[config.mk]
export PLATFORM = sky130hd
export DESIGN_NAME = rft_sqrt_pipe
export DESIGN_NICKNAME = d
export VERILOG_FILES = /design/src/rft_pkg.sv /design/src/rft_sqrt_pipe.sv
export SDC_FILE = /design/constraint.sdc
export NUM_CORES = 1
export LEC_CHECK = 0
export ABC_AREA = 0
export ABC_CLOCK_PERIOD_IN_PS = 7630
export BUFFER_PORTS_ARGS = -buffer_cell sky130_fd_sc_hd__buf_2
export CORE_ASPECT_RATIO = 0.5
export CORE_MARGIN = 5
export CORE_UTILIZATION = 65
export DETAILED_ROUTE_END_ITERATION = 7
export MAX_ROUTING_LAYER = met4
export PLACE_DENSITY_LB_ADDON = 0.12
export SYNTH_ARGS = -nofsm -noshare
export SYNTH_HDL_FRONTEND = slang
export SYNTH_SLANG_ARGS = --single-unit
[constraint.sdc]
create_clock -name clk -period 7.63 [get_ports clk]
set_input_delay 0.3815 -clock clk [delete_from_list [all_inputs] [get_ports clk]]
set_output_delay 0.3815 -clock clk [all_outputs]
set_load 0.005 [all_outputs]
[src/rft_pkg.sv]
// ----------------------------------------------------------------------------
// rft_pkg
// Shared widths, constants and pipeline control type for the radial falloff
// texel unit.
// ----------------------------------------------------------------------------
package rft_pkg;

  localparam int COORD_W   = 12;   // row / column index
  localparam int SIZE_W    = 13;   // sprite size register
  localparam int LEVEL_W   = 8;    // intensity byte
  localparam int FRAC_W    = 16;   // fraction bits of x, y, r^2 and r

  localparam logic [SIZE_W-1:0] SIZE_RESET = 13'd64;

  // Control travelling beside the data in each pipeline stage
  typedef struct packed {
    logic valid;   // stage holds a word
    logic kill;    // result is forced to zero
  } pipe_ctl_t;

endpackage

[src/rft_sqrt_pipe.sv]
// ----------------------------------------------------------------------------
// rft_sqrt_pipe
// Pipelined digit-by-digit square root of r * 2^16, one root bit per stage.
// Carries r alongside for the falloff stage.
// ----------------------------------------------------------------------------
module rft_sqrt_pipe (
  input  logic                       clk,
  input  logic                       rst,
  input  logic                       en,
  input  rft_pkg::pipe_ctl_t         in_ctl,
  input  logic [rft_pkg::FRAC_W-1:0] in_r,
  output rft_pkg::pipe_ctl_t         out_ctl,
  output logic [rft_pkg::FRAC_W-1:0] out_r,
  output logic [rft_pkg::FRAC_W-1:0] out_s
);
  import rft_pkg::*;

  localparam int STAGES = FRAC_W;
  localparam int RAD_W  = 2 * FRAC_W;
  localparam int REM_W  = FRAC_W + 2;

  pipe_ctl_t          ctl_q  [STAGES];
  logic [FRAC_W-1:0]  r_q    [STAGES];
  logic [REM_W-1:0]   rem_q  [STAGES];
  logic [FRAC_W-1:0]  root_q [STAGES];
  logic [RAD_W-1:0]   rad_q  [STAGES];

  for (genvar g = 0; g < STAGES; g++) begin : g_stage
    pipe_ctl_t         ctl_i;
    logic [FRAC_W-1:0] r_i, root_i;
    logic [REM_W-1:0]  rem_i;
    logic [RAD_W-1:0]  rad_i;
    logic [REM_W+1:0]  rem_sh;
    logic [REM_W+1:0]  trial;
    logic              ge;

    if (g == 0) begin : g_first
      assign ctl_i  = in_ctl;
      assign r_i    = in_r;
      assign rem_i  = '0;
      assign root_i = '0;
      assign rad_i  = {in_r, {FRAC_W{1'b0}}};
    end else begin : g_rest
      assign ctl_i  = ctl_q[g-1];
      assign r_i    = r_q[g-1];
      assign rem_i  = rem_q[g-1];
      assign root_i = root_q[g-1];
      assign rad_i  = rad_q[g-1];
    end

    // Bring down two radicand bits and test against 4*root + 1
    assign rem_sh = {rem_i, rad_i[RAD_W-1:RAD_W-2]};
    assign trial  = (REM_W + 2)'({root_i, 2'b01});
    assign ge     = (rem_sh >= trial);

    always_ff @(posedge clk) begin
      if (rst) begin
        ctl_q[g] <= '0;
      end else if (en) begin
        ctl_q[g] <= ctl_i;
      end
    end

    always_ff @(posedge clk) begin
      if (en) begin
        r_q[g]    <= r_i;
        rem_q[g]  <= ge ? REM_W'(rem_sh - trial) : REM_W'(rem_sh);
        root_q[g] <= {root_i[FRAC_W-2:0], ge};
        rad_q[g]  <= {rad_i[RAD_W-3:0], 2'b00};
      end
    end
  end

  assign out_ctl = ctl_q[STAGES-1];
  assign out_r   = r_q[STAGES-1];
  assign out_s   = root_q[STAGES-1];

endmodule

== Word-level counts from Yosys, hierarchy flattened ==
Memories as Yosys holds them, arrays and structs flattened.
Cells that the tools add are included.

* $add $sub $neg: 16
* $lt $le $gt $ge: 16
* Multiplexer cells: 38
* Bitwise logic cells: 16

{| class="wikitable"
|+ Operators by type and width
! operator !! count
|-
| 20-bit by 18-bit >= comparator with 1-bit output || 15
|-
| 18-bit two-way mux || 16
|-
| 18-bit subtractor || 15
|-
| 2-bit two-way mux || 16
|-
| 1-bit bitwise OR || 16
|-
| 1-bit two-way mux || 6
|-
| 2-bit by 1-bit subtractor with 3-bit output (second input constant) || 1
|-
| 2-bit by 1-bit >= comparator with 1-bit output (second input constant) || 1
|}

* Register bits after elaboration: 0
* Memory bits (writable): 1,312
* Output and inout port bits: 34
* Memories: 5

{| class="wikitable"
|+ Memory list
! name !! depth !! width !! read ports !! clocked after Yosys merged registers in !! wr ports !! RTL line !! text
|-
| rad_q || 16 || 30 || 15 || 0 || 16 || rft_sqrt_pipe.sv:26 || <nowiki>logic [RAD_W-1:0] rad_q [STAGES];</nowiki>
|-
| rem_q || 16 || 18 || 15 || 0 || 16 || rft_sqrt_pipe.sv:24 || <nowiki>logic [REM_W-1:0] rem_q [STAGES];</nowiki>
|-
| r_q || 16 || 16 || 16 || 0 || 16 || rft_sqrt_pipe.sv:23 || <nowiki>logic [FRAC_W-1:0] r_q [STAGES];</nowiki>
|-
| root_q || 16 || 16 || 16 || 0 || 16 || rft_sqrt_pipe.sv:25 || <nowiki>logic [FRAC_W-1:0] root_q [STAGES];</nowiki>
|-
| ctl_q || 16 || 2 || 16 || 0 || 16 || rft_sqrt_pipe.sv:22 || <nowiki>pipe_ctl_t ctl_q [STAGES];</nowiki>
|}

== Depth between registers and ports, before layout ==
* Word-level depth: 4
* Mapped depth: 12
* Depth with buffers taken out: 11

== Worst setup path after synthesis ==
OpenSTA, ideal clock, no wires.

* Path type: flip-flop to flip-flop
* Start point: memory rem_q[5][18] in the netlist's numbering
* End point: memory rem_q[6][2] in the netlist's numbering (data pin)
* Setup time: 260 ps
* Data arrival time: 2,682 ps
* Data required time: 7,370 ps
* Path slack: 4,689 ps
* Cell stages (with the launch flop): 10
* Path buffers: 1
* Cells stage by stage: edfxtp_1 -> ha_1 -> fa_1 -> a211oi_1 -> o21bai_1 -> a21oi_1 -> o31ai_1 -> nor3_2 -> clkbuf_1 -> mux2_2

{| class="wikitable"
|+ RTL lines
! item !! RTL line
|-
| start, declared || rft_sqrt_pipe.sv:24
|}

==> qor.yml <==
power:
  p_leak_nw: 12.2
  irDropWorstVdd_mv: 0.188
  power_density_nw_per_um2: 261
global_route:
  grt_max_degree: 197
  grt_pass1_vias: 15900
  grt_overflow: 0
  antenna_found_initial: 0
  grt_pass1_wl_um: 73300
  grt.total_usage_pct: 18.2
placement:
  routabilityCongestion: 0.893
  place_hpwl_um: 28100
  dp_cells: 2708
  io_buffers: 54
timing:
  tightest_slew_ns: 1.04
  hold_violations: 0
  fin_crit_ns: 3.43
  setup_violations: 0
  fmax_mhz: 292
  fin_crit_sh_pct: 44.9
  final_max_slew_viol_count: 0
  tns_ns: 0
  slew_headroom_pct: 30.7
  rsz0062_at_grt: "false"
  skew_ns: 0.0274
drt:
  dr.pass1.iters: 5
  wl_met2_um: 22700
  topRoutingLayerUsed: "met4"
  wl_met3_um: 1450
  vias_per_cell: 5.56
  route.vias.total: 15700
  drc_errors: 0
  wl_um: 42600
  dr.first_iter.drc_count: 1102
  drtAntennaViolNets: 0
  wl_per_cell_um: 15.1
  wl_met1_um: 17500
synth:
  synth_edf_count: 667
  syn-num-nets: 2239
  synth_top_area_share_pct: 68.3
  synth_cell_types: 74
  ys.flop_type: "edfxtp_1"
  postSynthCellCount: 2073
  ys_top_cells_by_area: "edfxtp_1 68%, ha_1 5.9%, xnor2_1 2.6%"
  ys_seq_area_share_pct: 68.3
  syn_area_um2: 29300
  synthArstFlopShare_pct: 0
  avgSynthCellArea_um2: 14.2
  synth_seq_cells: 667
  yosys.area.top_type: "edfxtp_1"
  yosysWarningCount: 0
floorplan:
  ioPinCount: 55
  start_util_pct: 65.3
  die_w_um: 310
  coreArea_um2: 44900
  die_h_um: 160
  rows: 55
  dieArea_um2: 49800
clock_tree:
  cts_setup_buffers: 0
  cts_root_buf: "clkbuf_16"
  clk_latency_ns: 0.61
  cts_buffer_depth: 3
  cts_made_buffers: 56
  cts_max_level: 2
  cts_tree: "yes"
  tritoncts_num_sinks: 667
  clk_pin_slew_ns: 0.07
cells_and_area:
  drive_gt1_share_pct: 9.56
  layout_commonest_cell: "edfxtp_1"
  stdcell_count: 2826
  syn2layout_area_growth_pct: 10.2
  layout_common_cells: "667 x edfxtp_1, 167 x inv_1, 138 x ha_1, 129 x nand2_1, 117 x nor2_1"
  nNetsFinal: 2350
  antenna_cells: 0
run_status:
  outcome: "completed"
setup_path:
  worstPathMaxFanout: 18
  cp.arrival_ns: 3.77
  crit_required_ns: 7.97
  cp-start-kind: "flop"
  critical_path.endpoint_type: "flop"
  critPathKind: "reg -> reg"
worst_hold_path:
  worstHoldPathType: "in -> reg"
run:
  max_cap_viol_count: 0
[path summary, 6_finish.rpt]
check                   start      endpoint  slack [ns]  depth (start not counted)
hold reg to reg     r_q[3][3]     r_q[4][3]        0.42                          0
hold / removal      in_ctl[1]   ctl_q[0][1]        0.07                          2
setup reg to reg  rem_q[4][0]  rem_q[4][21]        4.20                          8
setup / recovery  rem_q[4][0]  rem_q[4][21]        4.20                          8
[sequential cells by signal, indices dropped and copies added (netlist names)]
| signal | flops |
|---|---|
| ctl_q | 32 |
| r_q | 256 |
| rem_q | 243 |
| root_q | 136 |
[synth_stat cells (5+ instances only)]
library cell  count
edfxtp_1        667
inv_1           167
ha_1            138
nand2_1         129
nor2_1          117
a21oi_1          99
o21ai_0          99
xnor2_1          87
xor2_1           73
nor3_1           52
mux2_2           39
and2_1           37
a21o_1           34
nand3_1          31
o21a_1           26
or3_1            24
nor4_1           20
a211oi_1         16
nand2b_1         16
nor2b_1          16
clkbuf_1         15
o211ai_1         14
o21bai_1         14
o31ai_1          11
nand4_1           9
buf_2             8
fa_1              7
nand3b_1          7
nand4b_1          7
and3_1            6
o41ai_1           6
or2_2             6
o2111ai_1         5
[timing repair]
action / CTS / global route
resized for setup: 0 / 0
hold buffers: 16 / 0
endpoints found under the hold margin: 16 / 0
endpoints found under the setup margin: 0 / 0
[per-layer routing]
metal / GRT usage, % / up-vias
li1: - / 7904
met1: 21.3 / 7470
met2: 32.9 / 242
met3: 3.19 / 84
met4: 4.43 / 0
met5: - / -
[worst max-delay path: stages, from the launching register on]
cell      delay (ns)
edfxtp_1        0.47
ha_1            0.25
fa_1            0.43
a211oi_1        0.34
o21ai_1         0.17
a211oi_1        0.36
o21ai_1         0.20
or3_1           0.60
mux2_2          0.36
[through the flow]
stage	power [mW]	hold slack [ns]	area [um^2]	worst slack [ns]	util, %
detailed placement	5.68	0.405	30300	4.24	67.5
global route	8.87	0.0501	32300	3.99	72.0
floorplan	5.38	0.400	29300	4.69	-
CTS	8.53	0.0310	32300	4.21	72.0
global placement	5.63	0.400	30300	4.34	67.5
finish	8.44	0.0744	32300	4.20	72.0
[area by class of cell]
type / instances / area, um^2
clock buffer: 63 / 1430
sequential: 667 / 20000
clock inverter: 39 / 413
multi-input combinational: 1211 / 8550
inverter: 167 / 627
fill: 2903 / 12600
timing repair buffer: 81 / 536
tap: 598 / 748
[logic make-up (layout without fill, tap and decap cells)]
kind of cell | count (synthesis) | count (layout) | share of synthesized area [%]
mux | 43 | 43 | 1.63
simple gates | 504 | 504 | 8.63
buf+inv | 195 | 350 | 2.63
fa+ha+maj | 145 | 145 | 6.36
other cells | 1 | 1 | 0.0128
xor+xnor | 160 | 160 | 4.78
flops | 667 | 667 | 68.3
compound gates | 358 | 358 | 7.70
[where the power goes]
part           internal (mW)  switching (mW)  total (mW)
combinational          0.437           0.548       0.985
sequential              4.45           0.176        4.63
clock                   1.56            1.27        2.83
total                   6.45            1.99        8.44
Note: power is estimated with default switching activity, not from simulation.
