$ cat src/rft_pkg.sv
// ----------------------------------------------------------------------------
// rft_pkg
// Shared widths, constants and pipeline control type for the radial falloff
// texel unit.
// ----------------------------------------------------------------------------
package rft_pkg;

  localparam int COORD_W   = 12;   // row / column index
  localparam int SIZE_W    = 13;   // sprite size register
  localparam int LEVEL_W   = 8;    // intensity byte
  localparam int FRAC_W    = 16;   // fraction bits of x, y, r^2 and r

  localparam logic [SIZE_W-1:0] SIZE_RESET = 13'd64;

  // Control travelling beside the data in each pipeline stage
  typedef struct packed {
    logic valid;   // stage holds a word
    logic kill;    // result is forced to zero
  } pipe_ctl_t;

endpackage

$ cat src/rft_div_pipe.sv
// ----------------------------------------------------------------------------
// rft_div_pipe
// Two-lane pipelined restoring divider, one quotient bit per stage.
// Each lane computes (d * 2^16 + half) / n for d < n, giving a Q0.16 value.
// ----------------------------------------------------------------------------
module rft_div_pipe #(
  parameter int NW = 13
) (
  input  logic                      clk,
  input  logic                      rst,
  input  logic                      en,
  input  logic [NW-1:0]             n,
  input  logic [rft_pkg::FRAC_W-1:0] half,
  input  rft_pkg::pipe_ctl_t        in_ctl,
  input  logic [NW-1:0]             in_dx,
  input  logic [NW-1:0]             in_dy,
  output rft_pkg::pipe_ctl_t        out_ctl,
  output logic [rft_pkg::FRAC_W-1:0] out_qx,
  output logic [rft_pkg::FRAC_W-1:0] out_qy
);
  import rft_pkg::*;

  localparam int STAGES = FRAC_W;

  pipe_ctl_t          ctl_q  [STAGES];
  logic [NW-1:0]      remx_q [STAGES];
  logic [NW-1:0]      remy_q [STAGES];
  logic [FRAC_W-1:0]  qx_q   [STAGES];
  logic [FRAC_W-1:0]  qy_q   [STAGES];
  logic [FRAC_W-1:0]  low_q  [STAGES];

  for (genvar g = 0; g < STAGES; g++) begin : g_stage
    pipe_ctl_t         ctl_i;
    logic [NW-1:0]     remx_i, remy_i;
    logic [FRAC_W-1:0] qx_i, qy_i, low_i;
    logic [NW:0]       tx, ty;
    logic              gex, gey;

    if (g == 0) begin : g_first
      assign ctl_i  = in_ctl;
      assign remx_i = in_dx;
      assign remy_i = in_dy;
      assign qx_i   = '0;
      assign qy_i   = '0;
      assign low_i  = half;
    end else begin : g_rest
      assign ctl_i  = ctl_q[g-1];
      assign remx_i = remx_q[g-1];
      assign remy_i = remy_q[g-1];
      assign qx_i   = qx_q[g-1];
      assign qy_i   = qy_q[g-1];
      assign low_i  = low_q[g-1];
    end

    // Shift in the next dividend bit and trial-subtract the divisor
    assign tx  = {remx_i, low_i[FRAC_W-1]};
    assign ty  = {remy_i, low_i[FRAC_W-1]};
    assign gex = (tx >= {1'b0, n});
    assign gey = (ty >= {1'b0, n});

    always_ff @(posedge clk) begin
      if (rst) begin
        ctl_q[g] <= '0;
      end else if (en) begin
        ctl_q[g] <= ctl_i;
      end
    end

    always_ff @(posedge clk) begin
      if (en) begin
        remx_q[g] <= gex ? NW'(tx - {1'b0, n}) : NW'(tx);
        remy_q[g] <= gey ? NW'(ty - {1'b0, n}) : NW'(ty);
        qx_q[g]   <= {qx_i[FRAC_W-2:0], gex};
        qy_q[g]   <= {qy_i[FRAC_W-2:0], gey};
        low_q[g]  <= {low_i[FRAC_W-2:0], 1'b0};
      end
    end
  end

  assign out_ctl = ctl_q[STAGES-1];
  assign out_qx  = qx_q[STAGES-1];
  assign out_qy  = qy_q[STAGES-1];

endmodule

$ cat config.mk
export PLATFORM = sky130hd
export DESIGN_NAME = rft_div_pipe
export DESIGN_NICKNAME = d
export VERILOG_FILES = /design/src/rft_pkg.sv /design/src/rft_div_pipe.sv
export SDC_FILE = /design/constraint.sdc
export NUM_CORES = 2
export LEC_CHECK = 0
export BUFFER_PORTS_ARGS = -buffer_cell sky130_fd_sc_hd__buf_2
export CORE_ASPECT_RATIO = 2
export CORE_UTILIZATION = 60
export DETAILED_ROUTE_END_ITERATION = 10
export PLACE_DENSITY_LB_ADDON = 0.08
export SLEW_MARGIN = 40
export SYNTH_ARGS = -nofsm -noshare
export SYNTH_HDL_FRONTEND = slang
export SYNTH_SLANG_ARGS = --single-unit
$ cat constraint.sdc
create_clock -name clk -period 10.7 [get_ports clk]
set_input_delay 2.675 -clock clk [delete_from_list [all_inputs] [get_ports clk]]
set_output_delay 2.675 -clock clk [all_outputs]
set_load 0.02 [all_outputs]
### After elaboration in Yosys (flattened, before gate mapping)

Memories as Yosys holds them, arrays and structs flattened.
Index checks and enable logic that the tools add are counted.

* register bits after elaboration: 0
* latch bits: 0
* memory bits (writable): 1200
* memory bits (read-only): 0
* memories kept: 6

Memory list
* qx_q: words 16, bits a word 16, rd ports 16, clocked after memory_dff 0, wr ports 16, RTL line rft_div_pipe.sv:28 `logic [FRAC_W-1:0] qx_q [STAGES];`
* qy_q: words 16, bits a word 16, rd ports 16, clocked after memory_dff 0, wr ports 16, RTL line rft_div_pipe.sv:29 `logic [FRAC_W-1:0] qy_q [STAGES];`
* low_q: words 16, bits a word 15, rd ports 15, clocked after memory_dff 0, wr ports 16, RTL line rft_div_pipe.sv:30 `logic [FRAC_W-1:0] low_q [STAGES];`
* remx_q: words 16, bits a word 13, rd ports 15, clocked after memory_dff 0, wr ports 16, RTL line rft_div_pipe.sv:26 `logic [NW-1:0] remx_q [STAGES];`
* remy_q: words 16, bits a word 13, rd ports 15, clocked after memory_dff 0, wr ports 16, RTL line rft_div_pipe.sv:27 `logic [NW-1:0] remy_q [STAGES];`
* ctl_q: words 16, bits a word 2, rd ports 16, clocked after memory_dff 0, wr ports 16, RTL line rft_div_pipe.sv:25 `pipe_ctl_t ctl_q [STAGES];`

* add/sub/neg operators: 32
* multipliers: 0
* divide/modulo/power cells: 0
* magnitude comparators: 32
* eq/ne operators: 0
* shift-type cells: 0
* muxes and demuxes: 54
* bitwise operators: 16
* reduce and logical (&&, ||, !) cells: 0

Operator list (number)
* greater-or-equal comparator 14 x 13 -> 1 bit: 32
* two-way mux 13 bit: 32
* subtractor 13 bit: 32
* two-way mux 2 bit: 16
* OR 1 bit: 16
* two-way mux 1 bit: 6

### Logic depth before layout (Yosys ltp)

* depth in word-level cells: 4
* gate-level depth with buffers: 12
* gate-level depth less buffers: 11

### Least setup slack after synthesis

Ideal clock, no wire load.

* path kind: in2reg
* start: input n[2]
* end: memory remy_q[8][10], in the netlist remy_q[1][10], data pin
* library setup time: 0.260 ns
* data arrival time: 5.445 ns
* required time: 10.440 ns
* slack: 4.995 ns
* stages on the path: 11
* path buffers: 1
* cell sequence: inv_1 -> ha_1 -> nor2b_4 -> o21ai_2 -> nand2b_2 -> a311oi_4 -> o21ai_2 -> a21o_1 -> a211oi_4 -> buf_8 -> mux2_4

RTL lines
* start, declared: RTL line rft_div_pipe.sv:12 `input logic [NW-1:0] n,`
* end, declared: RTL line rft_div_pipe.sv:27

==> flow_summary_export.csv <==
group,metric,value,unit
final_layout,drive_gt1_share,11.8,%
yosys,synth_area,46200,µm²
yosys,synth.distinct_cells,81,
pwr,powerDensity,287,nW/µm²
place,dpl-instance-area,48000,µm²
route,ant_nets,0,
yosys,synth_area_leaders,"edfxtp_1 (53%), ha_1 (11%), o21ai_0 (3.7%)",
floorplan,chipHeight,394,µm
yosys,synth_cells,3770,
route,wl_per_cell,18.6,µm
setup_path,ff2ff_path_depth,10,
yosys,avgSynthCellArea,12.3,µm²
timing,period_share,55.8,%
run,drv_cap,0,
global_route,grt_pass1_wl,148,mm
timing,skew,0.0198,ns
clock_tree,cts_max_level,3,
global_route,grt_pass1_vias,30800,
clock_tree,ctsHoldBuffers,0,
clock_tree,clockBufferDepth,3,
final_layout,n_fill_cell,5808,
timing,maxSlewViolCount,0,
pwr,vdd_ir_drop_max,0.172,mV
setup_path,path_class,"input port to flop",
timing,rsz0062_at_grt,"no",
run_status,status,"complete, no violations",
place,gp_congestion,0.884,
global_route,antenna_found_initial,0,
place,dp_hpwl,68.6,mm
global_route,grt_overflow,0,
yosys,ys_ff_latch,814,
final_layout,final_core_util,66.4,%
route,drtPass1Iterations,4,
min_path,min_path_type,"flop to flop",
yosys,syn_nets,4260,
timing,finalCriticalPeriod,5.98,ns
final_layout,final_common_cell,"edfxtp_1",
clock_tree,clock_sinks,814,
final_layout,postLayoutCellArea,50500,µm²
timing,tightest_slew,0.799,ns
floorplan,rows,143,
route,vias,29400,
floorplan,core-area,76000,µm²
clock_tree,clk_latency,0.67,ns
setup_path,cp.arrival,6.39,ns
setup_path,critPathLaunchType,"input port",
final_layout,seqCellArea,24400,µm²
floorplan,die-area,78200,µm²
final_layout,nNetsFinal,4421,
route,drc,0,
pwr,total_power,14.5,mW
clock_tree,cts_root_buffer,"clkbuf_16",
yosys,seq_area_frac_synth,52.9,%
timing,setup_tns,0,ns
clock_tree,path_clk_slew,0.06,ns
setup_path,crit_fanout,31,
route,wirelength,93.2,mm
timing,fmax,167,MHz
yosys,yosysTopAreaCell,"edfxtp_1",
timing,max_slew_margin,46.7,%
clock_tree,cts.repair.resized,0,
final_layout,syn_to_final_growth,9.31,%
floorplan,pin_count,94,
floorplan,die_w,198,µm
yosys,yosysTopAreaCellShare,52.9,%
setup_path,crit_required,11.11,ns
clock_tree,postCtsSetupBuffers,0,
timing,setup_viol,0,
min_path,holdPathStages,0,
yosys,synth-async-reset-ratio,0,%
final_layout,layout_common_cells,"edfxtp_1 (814), ha_1 (400), o21ai_0 (344)",
yosys,yosysWarningCount,0,
clock_tree,cts_made_buffers,75,
global_route,grt_usage,24.3,%
floorplan,start_util,60.8,%
final_layout,n_antenna_cell,0,
place,port_buffers,93,
setup_path,reg2reg_slack,7.06,ns
timing,hold_viol_final,0,
final_layout,multiInputGateArea,20800,µm²
clock_tree,cts_tree,"yes",
route,via_per_inst,5.88,
global_route,grt_max_degree,169,
setup_path,endpoint_kind,"flop",
route,drt_iter0_drc,1204,
pwr,p_leak,19.7,nW
yosys,synth_edf_count,814,
yosys,synthFlopType,"edfxtp_1",
==> sequential cells by signal, summed over array words and instances (netlist names) <==
register / count
ctl_q: 32
low_q: 120
qx_q: 136
qy_q: 136
remx_q: 195
remy_q: 195
==> routing by layer <==
| layer | part of all wire [%] | GRT usage, % |
|---|---|---|
| met4 | 6.3 | 16.1 |
| met2 | 58 | 49.2 |
| met5 | 0 | 0 |
| met3 | 2.3 | 2.64 |
| met1 | 33 | 21.5 |
==> logic make-up after synthesis <==
kind of cell	count (synthesis)	share of synthesized area, %
mux	194	4.71
fa+ha+maj	430	12.1
flops	814	52.9
compound gates	988	13.8
simple gates	825	8.76
xor+xnor	300	5.69
buf+inv	219	1.99
==> cells in the mapped netlist, types with 25 or more instances <==
cell,number
o21ai_0,344
o21bai_1,25
nor3_1,39
nand2_1,301
and2_1,71
mux2i_1,38
nand2b_1,36
a211oi_1,25
fa_1,30
nand4_1,47
nor2_1,168
xor2_1,148
nor2b_1,58
a21boi_0,30
nand3_1,29
xnor2_1,152
o21a_1,48
mux2_2,143
a21oi_1,235
edfxtp_1,814
inv_1,152
a21o_1,117
ha_1,400
==> worst paths after layout <==
check,endpoint,startpoint
worst min-delay path,qy_q[6][1]$_DFFE_PP_,qy_q[5][16]$_DFFE_PP_
worst max register to register,remx_q[1][4]$_DFFE_PP_,low_q[0][119]$_DFFE_PP_
worst min register to register,qy_q[6][1]$_DFFE_PP_,qy_q[5][16]$_DFFE_PP_
worst max-delay path,remy_q[0][11]$_DFFE_PP_,n[1]
==> power breakdown <==
| part | internal, mW | leakage [nW] | switching, mW |
|---|---|---|---|
| Clock | 1.45 | 1.14 | 1.20 |
| Combinational | 3.00 | 10.5 | 3.55 |
| Sequential | 4.87 | 7.99 | 0.419 |
==> worst max-delay path, cell delays in order <==
cell and delay [ns]:
buf_2 0.08, buf_4 0.55, inv_1 0.50, buf_4 0.39, ha_1 0.39, nor2b_1 0.16, nor3_1 0.22, o21ai_0 0.20
nor3b_1 0.26, o21ai_0 0.19, o31ai_1 0.33, xnor2_1 0.12, mux2_2 0.26
==> stage by stage <==
stage	instances	setup slack [ns]	hold slack (ns)
finish	5000	4.72	0.407
global route	5000	4.40	0.415
CTS	4997	4.70	0.406
detailed placement	4866	4.01	0.405
global placement	4857	3.96	0.401
floorplan	3770	5.00	0.400
==> cell type report <==
cell class                 instances  area share, %
clock inverter                    43          0.800
timing repair buffer             145           1.92
inverter                         158           1.17
sequential                       814           48.4
tap                             1015           2.51
clock buffer                      88           3.90
multi-input combinational       2737           41.3
(Power assumes the default switching activity.)
