`src/rft_pkg.sv`:
```
// ----------------------------------------------------------------------------
// rft_pkg
// Shared widths, constants and pipeline control type for the radial falloff
// texel unit.
// ----------------------------------------------------------------------------
package rft_pkg;

  localparam int COORD_W   = 12;   // row / column index
  localparam int SIZE_W    = 13;   // sprite size register
  localparam int LEVEL_W   = 8;    // intensity byte
  localparam int FRAC_W    = 16;   // fraction bits of x, y, r^2 and r

  localparam logic [SIZE_W-1:0] SIZE_RESET = 13'd64;

  // Control travelling beside the data in each pipeline stage
  typedef struct packed {
    logic valid;   // stage holds a word
    logic kill;    // result is forced to zero
  } pipe_ctl_t;

endpackage

```
`src/rft_level_if.sv`:
```
// ----------------------------------------------------------------------------
// rft_level_if
// Valid/ready channel carrying one intensity byte.
// ----------------------------------------------------------------------------
interface rft_level_if;
  import rft_pkg::*;

  logic               valid;
  logic               ready;
  logic [LEVEL_W-1:0] intensity;

  modport source (output valid, output intensity, input ready);
  modport sink   (input valid, input intensity, output ready);

endinterface

```
`src/rft_out_skid.sv`:
```
// ----------------------------------------------------------------------------
// rft_out_skid
// Output register with one skid entry. The pipeline advances while the
// skid entry is free.
// ----------------------------------------------------------------------------
module rft_out_skid (
  input  logic                        clk,
  input  logic                        rst,
  input  logic                        last_valid,
  input  logic [rft_pkg::LEVEL_W-1:0] last_level,
  output logic                        en,
  rft_level_if.source                 level_out
);
  import rft_pkg::*;

  logic               out_valid;
  logic [LEVEL_W-1:0] out_level;
  logic               skid_valid;
  logic [LEVEL_W-1:0] skid_level;
  logic               take;

  assign take = out_valid && level_out.ready;
  assign en   = !skid_valid;

  // Control: output and skid occupancy
  always_ff @(posedge clk) begin
    if (rst) begin
      out_valid  <= 1'b0;
      skid_valid <= 1'b0;
    end else if (!skid_valid) begin
      if (last_valid) begin
        if (!out_valid || take) begin
          out_valid <= 1'b1;
        end else begin
          skid_valid <= 1'b1;
        end
      end else if (take) begin
        out_valid <= 1'b0;
      end
    end else if (take) begin
      skid_valid <= 1'b0;
    end
  end

  // Data: load the output from the pipe or drain the skid entry
  always_ff @(posedge clk) begin
    if (!skid_valid) begin
      if (last_valid) begin
        if (!out_valid || take) begin
          out_level <= last_level;
        end else begin
          skid_level <= last_level;
        end
      end
    end else if (take) begin
      out_level <= skid_level;
    end
  end

  assign level_out.valid     = out_valid;
  assign level_out.intensity = out_level;

endmodule

```
`src/flat_wrapper.sv`:
```
// flat-port wrapper written by rule: the top's interface ports become plain ports
module rft_out_skid_flat import rft_pkg::*;
  (clk, rst, last_valid, last_level, en, level_out_valid, level_out_intensity, level_out_ready);
  rft_level_if level_out_i ();
  input  logic clk;
  input  logic rst;
  input  logic last_valid;
  input  logic [rft_pkg::LEVEL_W-1:0] last_level;
  output logic en;
  output wire logic [$bits(level_out_i.valid)-1:0] level_out_valid;
  output wire logic [$bits(level_out_i.intensity)-1:0] level_out_intensity;
  input wire logic [$bits(level_out_i.ready)-1:0] level_out_ready;
  assign level_out_valid = level_out_i.valid;
  assign level_out_intensity = level_out_i.intensity;
  assign level_out_i.ready = level_out_ready;
  rft_out_skid u_core (.clk(clk), .rst(rst), .last_valid(last_valid), .last_level(last_level), .en(en), .level_out(level_out_i));
endmodule
```
`config.mk`:
```
export PLATFORM = sky130hd
export DESIGN_NAME = rft_out_skid_flat
export DESIGN_NICKNAME = d
export VERILOG_FILES = /design/src/rft_pkg.sv /design/src/rft_level_if.sv /design/src/rft_out_skid.sv /design/src/flat_wrapper.sv
export SDC_FILE = /design/constraint.sdc
export NUM_CORES = 1
export LEC_CHECK = 0
export BUFFER_PORTS_ARGS = -buffer_cell sky130_fd_sc_hd__buf_2
export CAP_MARGIN = 10
export CORE_MARGIN = 2
export CORE_UTILIZATION = 42
export DETAILED_ROUTE_END_ITERATION = 6
export GPL_TIMING_DRIVEN = 0
export PLACE_DENSITY = 0.81
export SLEW_MARGIN = 20
export SYNTH_ARGS = -nofsm -noshare
export SYNTH_HDL_FRONTEND = slang
export SYNTH_SLANG_ARGS = --single-unit
```
`constraint.sdc`:
```
create_clock -name clk -period 1.37 [get_ports clk]
set_input_delay 0.137 -clock clk [delete_from_list [all_inputs] [get_ports clk]]
set_output_delay 0.137 -clock clk [all_outputs]
set_load 0.05 [all_outputs]
```
# Yosys cells after proc, flatten, opt, wreduce, memory -nomap -nowiden
# Index checks and enable logic that the tools add are counted.
# totals
ff_bits	18
input_bits	12
out_inout_bits	10
elab_cells	29
# classes
n_eq_ne	2
n_mux	11
bitwise	2
reduce_logical	10
# ops
operator	count
$mux W8	4
$reduce_and A3 Y1	3
$mux W1	7
$reduce_bool A2 Y1	3
$logic_not A1 Y1	2
$ne A2 B1 Y1 const B	1
$ne A2 B2 Y1 const B	1
$not A1 Y1	2
$logic_and A1 B1 Y1	1
$logic_or A1 B1 Y1	1

# Depth between registers and ports, before layout
# depth
depth_word	5
mapped_depth	3
mapped_depth_nobuf	2

# Worst setup path after synthesis
# OpenSTA, ideal clock, no wires.
# synth_path
path_kind	reg-to-reg
startpoint	register u_core.out_valid (netlist: u_core.level_out.valid)
endpoint	register u_core.out_level[0] (netlist: u_core.level_out.intensity[0]) (enable)
setup_time_ns	0.375
arrival_time_ns	1.302
required_time_ns	0.995
setup_slack_ns	-0.307
path_stages_with_launch	3
path_buffers	0
period_less_slack_ns	1.677
cell_sequence	dfxtp_1 -> mux2i_1 -> a21oi_1
# synth_between
elab_chain_len	4
word_cells_on_any_way	6
cone_classes	eq/ne (1); reduce/logical (5)
# synth_rtl
item	line	text
start, declared	rft_out_skid.sv:16	logic out_valid;
start signal, assigned	rft_out_skid.sv:28	out_valid <= 1'b0;
start signal, assigned	rft_out_skid.sv:33	out_valid <= 1'b1;
start signal, assigned	rft_out_skid.sv:38	out_valid <= 1'b0;
$logic_not A1 Y1 / $logic_and A1 B1 Y1 (equally long branches)	rft_out_skid.sv:49, rft_out_skid.sv:22	
$logic_or A1 B1 Y1	rft_out_skid.sv:49	if (!out_valid || take) begin
$reduce_bool A2 Y1 (no line)	--	
$reduce_and A3 Y1 (no line) *	--	
end signal, assigned	rft_out_skid.sv:50	out_level <= last_level;
end signal, assigned	rft_out_skid.sv:56	out_level <= skid_level;
end, declared	rft_out_skid.sv:17	logic [LEVEL_W-1:0] out_level;
# Mark *: on every way between the ends. The rest lies on a longest branch, timed or not.
# A chain may end at the register's enable or synchronous reset.

# Worst setup path in the final report
# layout_path
startpoint	register u_core.skid_valid
endpoint	register u_core.out_level[5] (netlist: u_core.level_out.intensity[5]) (enable)
# layout_between
elab_chain_len	2
word_cells_on_any_way	4
cone_classes	eq/ne (1); reduce/logical (3)
# layout_rtl
item	line	text
start, declared	rft_out_skid.sv:18	logic skid_valid;
start signal, assigned	rft_out_skid.sv:29	skid_valid <= 1'b0;
start signal, assigned	rft_out_skid.sv:35	skid_valid <= 1'b1;
start signal, assigned	rft_out_skid.sv:41	skid_valid <= 1'b0;
$ne A2 B2 Y1 (no line) / $reduce_bool A2 Y1 (equally long branches)	--	
$reduce_and A3 Y1 (no line) *	--	
# Marked as above.

==> results.sh <==
export IMPL_cts_inserted_buffers=3
export IMPL_synth_top_area_frac=0.693
export IMPL_seq_area_frac_synth=0.751
export IMPL_number_of_filler_instances_in_the_final_layout=137
export IMPL_syn_avg_cell_area_um2=18.2
export IMPL_wl_mm=1.14
export IMPL_post_route_cells_drive_above_1_share=0.625
export IMPL_finish_utilization=0.581
export IMPL_layout_cells_excl_fill=80
export IMPL_routability_congestion_estimate_from_global_placement=0.610
export IMPL_setup_viol_count_final=0
export IMPL_cts_hold_fix_buffers=0
export IMPL_synth_largest_area_cell="sky130_fd_sc_hd__edfxtp_1"
export IMPL_ctsRootBufferMaster="sky130_fd_sc_hd__clkbuf_4"
export IMPL_final_report_max_slew_violation_count=0
export IMPL_post_synth_instance_area_um2=693
export IMPL_grt_pass1_vias=424
export IMPL_skew_ns=0.00736
export IMPL_avgViaCountPerCell=5.01
export IMPL_total_negative_setup_slack_ns=0
export IMPL_cts_tree="done"
export IMPL_netlist_top_cells_area="sky130_fd_sc_hd__edfxtp_1 (69%), sky130_fd_sc_hd__mux2_2 (13%), sky130_fd_sc_hd__dfxtp_1 (5.8%)"
export IMPL_synth_simple_area_share=0.0343
export IMPL_grt_ovfl_total=0
export IMPL_min_period_over_period=0.938
export IMPL_flow_area_growth_from_synthesis_pct=27.8
export IMPL_post_dp_hpwl_um=778
export IMPL_worstMarginPinSlew_ns=0.365
export IMPL_grt_pass1_wl_mm=1.86
export IMPL_floorplan_rows=14
export IMPL_status="completed"
export IMPL_worst_path_max_fanout=10
export IMPL_number_of_nets_in_the_layout=77
export IMPL_synth_compound_area_share=0.0379
export IMPL_numPlacedInstances=75
export IMPL_holdCritPathClass="input port to flop"
export IMPL_design_portCount=22
export IMPL_synth_warnings=0
export IMPL_clock_latency_reported_for_the_late_side_of_the_worst_skew_pair_ns=0.29
export IMPL_start_util=0.455
export IMPL_cts_max_path_buffers=2
export IMPL_die_h_um=44.6
export IMPL_leakage_nw=0.339
export IMPL_dr_first_iter_drc_count=1
export IMPL_insertedDiodeCount=0
export IMPL_period_needed_ns=1.29
export IMPL_remaining_antenna_violation_count_after_routing=0
export IMPL_fin_area_um2=886
export IMPL_start_kind="flop"
export IMPL_post_synth_xor_xnor_area=0
export IMPL_critical_path_endpoint_type="flop"
export IMPL_max_transition_margin=0.757
export IMPL_crit_arrival_ns=1.34
export IMPL_post_drt_wl_per_cell_um=14.2
export IMPL_rsz0062_at_grt="no"
export IMPL_combinational_family_with_the_most_area_after_synthesis="multiplexers"
export IMPL_fmax_ghz=0.778
export IMPL_drc_errors=0
export IMPL_port_buffer_count=21
export IMPL_dieArea_mm2=0.00199
export IMPL_via_count=401
export IMPL_critical_path_class="flop to flop"
export IMPL_synth_distinct_cells=12
export IMPL_power_per_cell_area_mw_per_mm2=1280
export IMPL_die_x_um=44.6
export IMPL_post_synth_fa_ha_maj_area_fraction=0
export IMPL_clkSlewWorstSetupHoldPaths_ns=0.10
export IMPL_ir_drop_mv=0.734
export IMPL_globalRouteTotalUtil=0.136
export IMPL_finalHoldViolCount=0
export IMPL_placed_cell_area_um2=827
export IMPL_syn_num_nets=50
export IMPL_clkSinkCount=18
export IMPL_core_area_mm2=0.00152
export IMPL_maxCapViolations=0
export IMPL_postSynthRegisterBits=18
export IMPL_grt_max_degree=11
export IMPL_antenna_found_initial=0
export IMPL_worst_endpoint_required_ns=1.43
export IMPL_first_pass_iters=3
export IMPL_cells_after_synthesis=38
export IMPL_h_tree_depth=1
export IMPL_muxShareOfSynthArea=0.144
[per-stage QoR]
| step | setup slack, ns | hold slack (ns) | total power, mW |
|---|---|---|---|
| finish | 0.0845 | 0.0335 | 1.13 |
| global route | 0.0165 | 0.0216 | 1.18 |
| CTS | 0.00149 | 0.0235 | 1.14 |
| detailed placement | -0.141 | 0.332 | 0.861 |
| global placement | -0.0810 | 0.330 | 0.854 |
| floorplan | 0.0437 | 0.215 | 0.806 |
[path summary, 6_finish.rpt]
path	start	to	slack [ns]	cells after the start
setup / recovery	u_core.skid_valid	u_core.level_out.intensity[5]	0.08	4
hold / removal	last_level[3]	u_core.skid_level[3]	0.03	1
setup reg to reg	u_core.skid_valid	u_core.level_out.intensity[5]	0.08	4
hold reg to reg	u_core.level_out.valid	u_core.skid_valid	0.54	1
[cell usage in the layout, fill, tap and decap left out]
cell type and instances:
sky130_fd_sc_hd__buf_6 1, sky130_fd_sc_hd__buf_12 1, sky130_fd_sc_hd__inv_1 2, sky130_fd_sc_hd__a211oi_1 1
sky130_fd_sc_hd__dfxtp_2 2, sky130_fd_sc_hd__o32ai_1 1, sky130_fd_sc_hd__a21oi_4 1, sky130_fd_sc_hd__clkbuf_1 1
sky130_fd_sc_hd__a21oi_1 1, sky130_fd_sc_hd__mux2_2 8, sky130_fd_sc_hd__and2b_2 1, sky130_fd_sc_hd__clkinvlp_4 1
sky130_fd_sc_hd__clkbuf_4 3, sky130_fd_sc_hd__edfxtp_1 16, sky130_fd_sc_hd__mux2i_2 1, sky130_fd_sc_hd__and4_1 1
sky130_fd_sc_hd__buf_2 21, sky130_fd_sc_hd__nand2b_1 1
[cell families after synthesis]
group                  after synthesis
multiplexers                         9
AND/OR/NAND/NOR                      3
flip-flops                          18
buffers and inverters                4
AO/OA/AOI/OAI                        4
[Yosys cell counts]
master                     instances
sky130_fd_sc_hd__edfxtp_1         16
sky130_fd_sc_hd__a211oi_1          1
sky130_fd_sc_hd__and4_1            1
sky130_fd_sc_hd__mux2i_1           1
sky130_fd_sc_hd__dfxtp_1           2
sky130_fd_sc_hd__o32ai_1           1
sky130_fd_sc_hd__mux2_2            8
sky130_fd_sc_hd__nand2b_1          1
sky130_fd_sc_hd__inv_1             3
sky130_fd_sc_hd__a21oi_1           2
sky130_fd_sc_hd__buf_6             1
sky130_fd_sc_hd__and2b_2           1
[where the power goes]
part,leakage [nW],internal (mW),switching (mW),total [mW]
Sequential,0.167,0.637,0.0146,0.652
Combinational,0.157,0.0732,0.142,0.215
Clock,0.0150,0.113,0.152,0.265
[worst max-delay path: stages, from the launching register on]
cell and delay, ns:
sky130_fd_sc_hd__dfxtp_2 0.39, sky130_fd_sc_hd__buf_6 0.17, sky130_fd_sc_hd__mux2i_2 0.29, sky130_fd_sc_hd__a21oi_4 0.06, sky130_fd_sc_hd__buf_12 0.14
[routing by layer]
| metal | part of all wire | track usage |
|---|---|---|
| met4 | 0 | 0.0727 |
| met1 | 0.43 | 0.160 |
| met3 | 0.055 | 0.0408 |
| met2 | 0.51 | 0.220 |
| met5 | 0 | 0 |
[registers in the layout (all words and copies together), names as in the netlist]
| signal | flops |
|---|---|
| u_core.skid_valid | 1 |
| u_core.level_out.valid | 1 |
| u_core.level_out.intensity | 8 |
| u_core.skid_level | 8 |
[what timing repair did]
item                       in CTS  in global routing
setup endpoints to repair       8                  8
resized for setup               1                  2
buffers inserted                1                  0
[area by class of cell]
cell class | count | area, um2 | share of cell area
Buffer | 1 | 11.3 | 0.0127
Clock buffer | 4 | 26.3 | 0.0297
Inverter | 3 | 15.0 | 0.0169
Multi-Input combinational cell | 16 | 165 | 0.186
Sequential cell | 18 | 523 | 0.590
Tap cell | 16 | 20.0 | 0.0226
Timing Repair Buffer | 22 | 125 | 0.141
No activity file was read; power rests on OpenSTA's default activity.
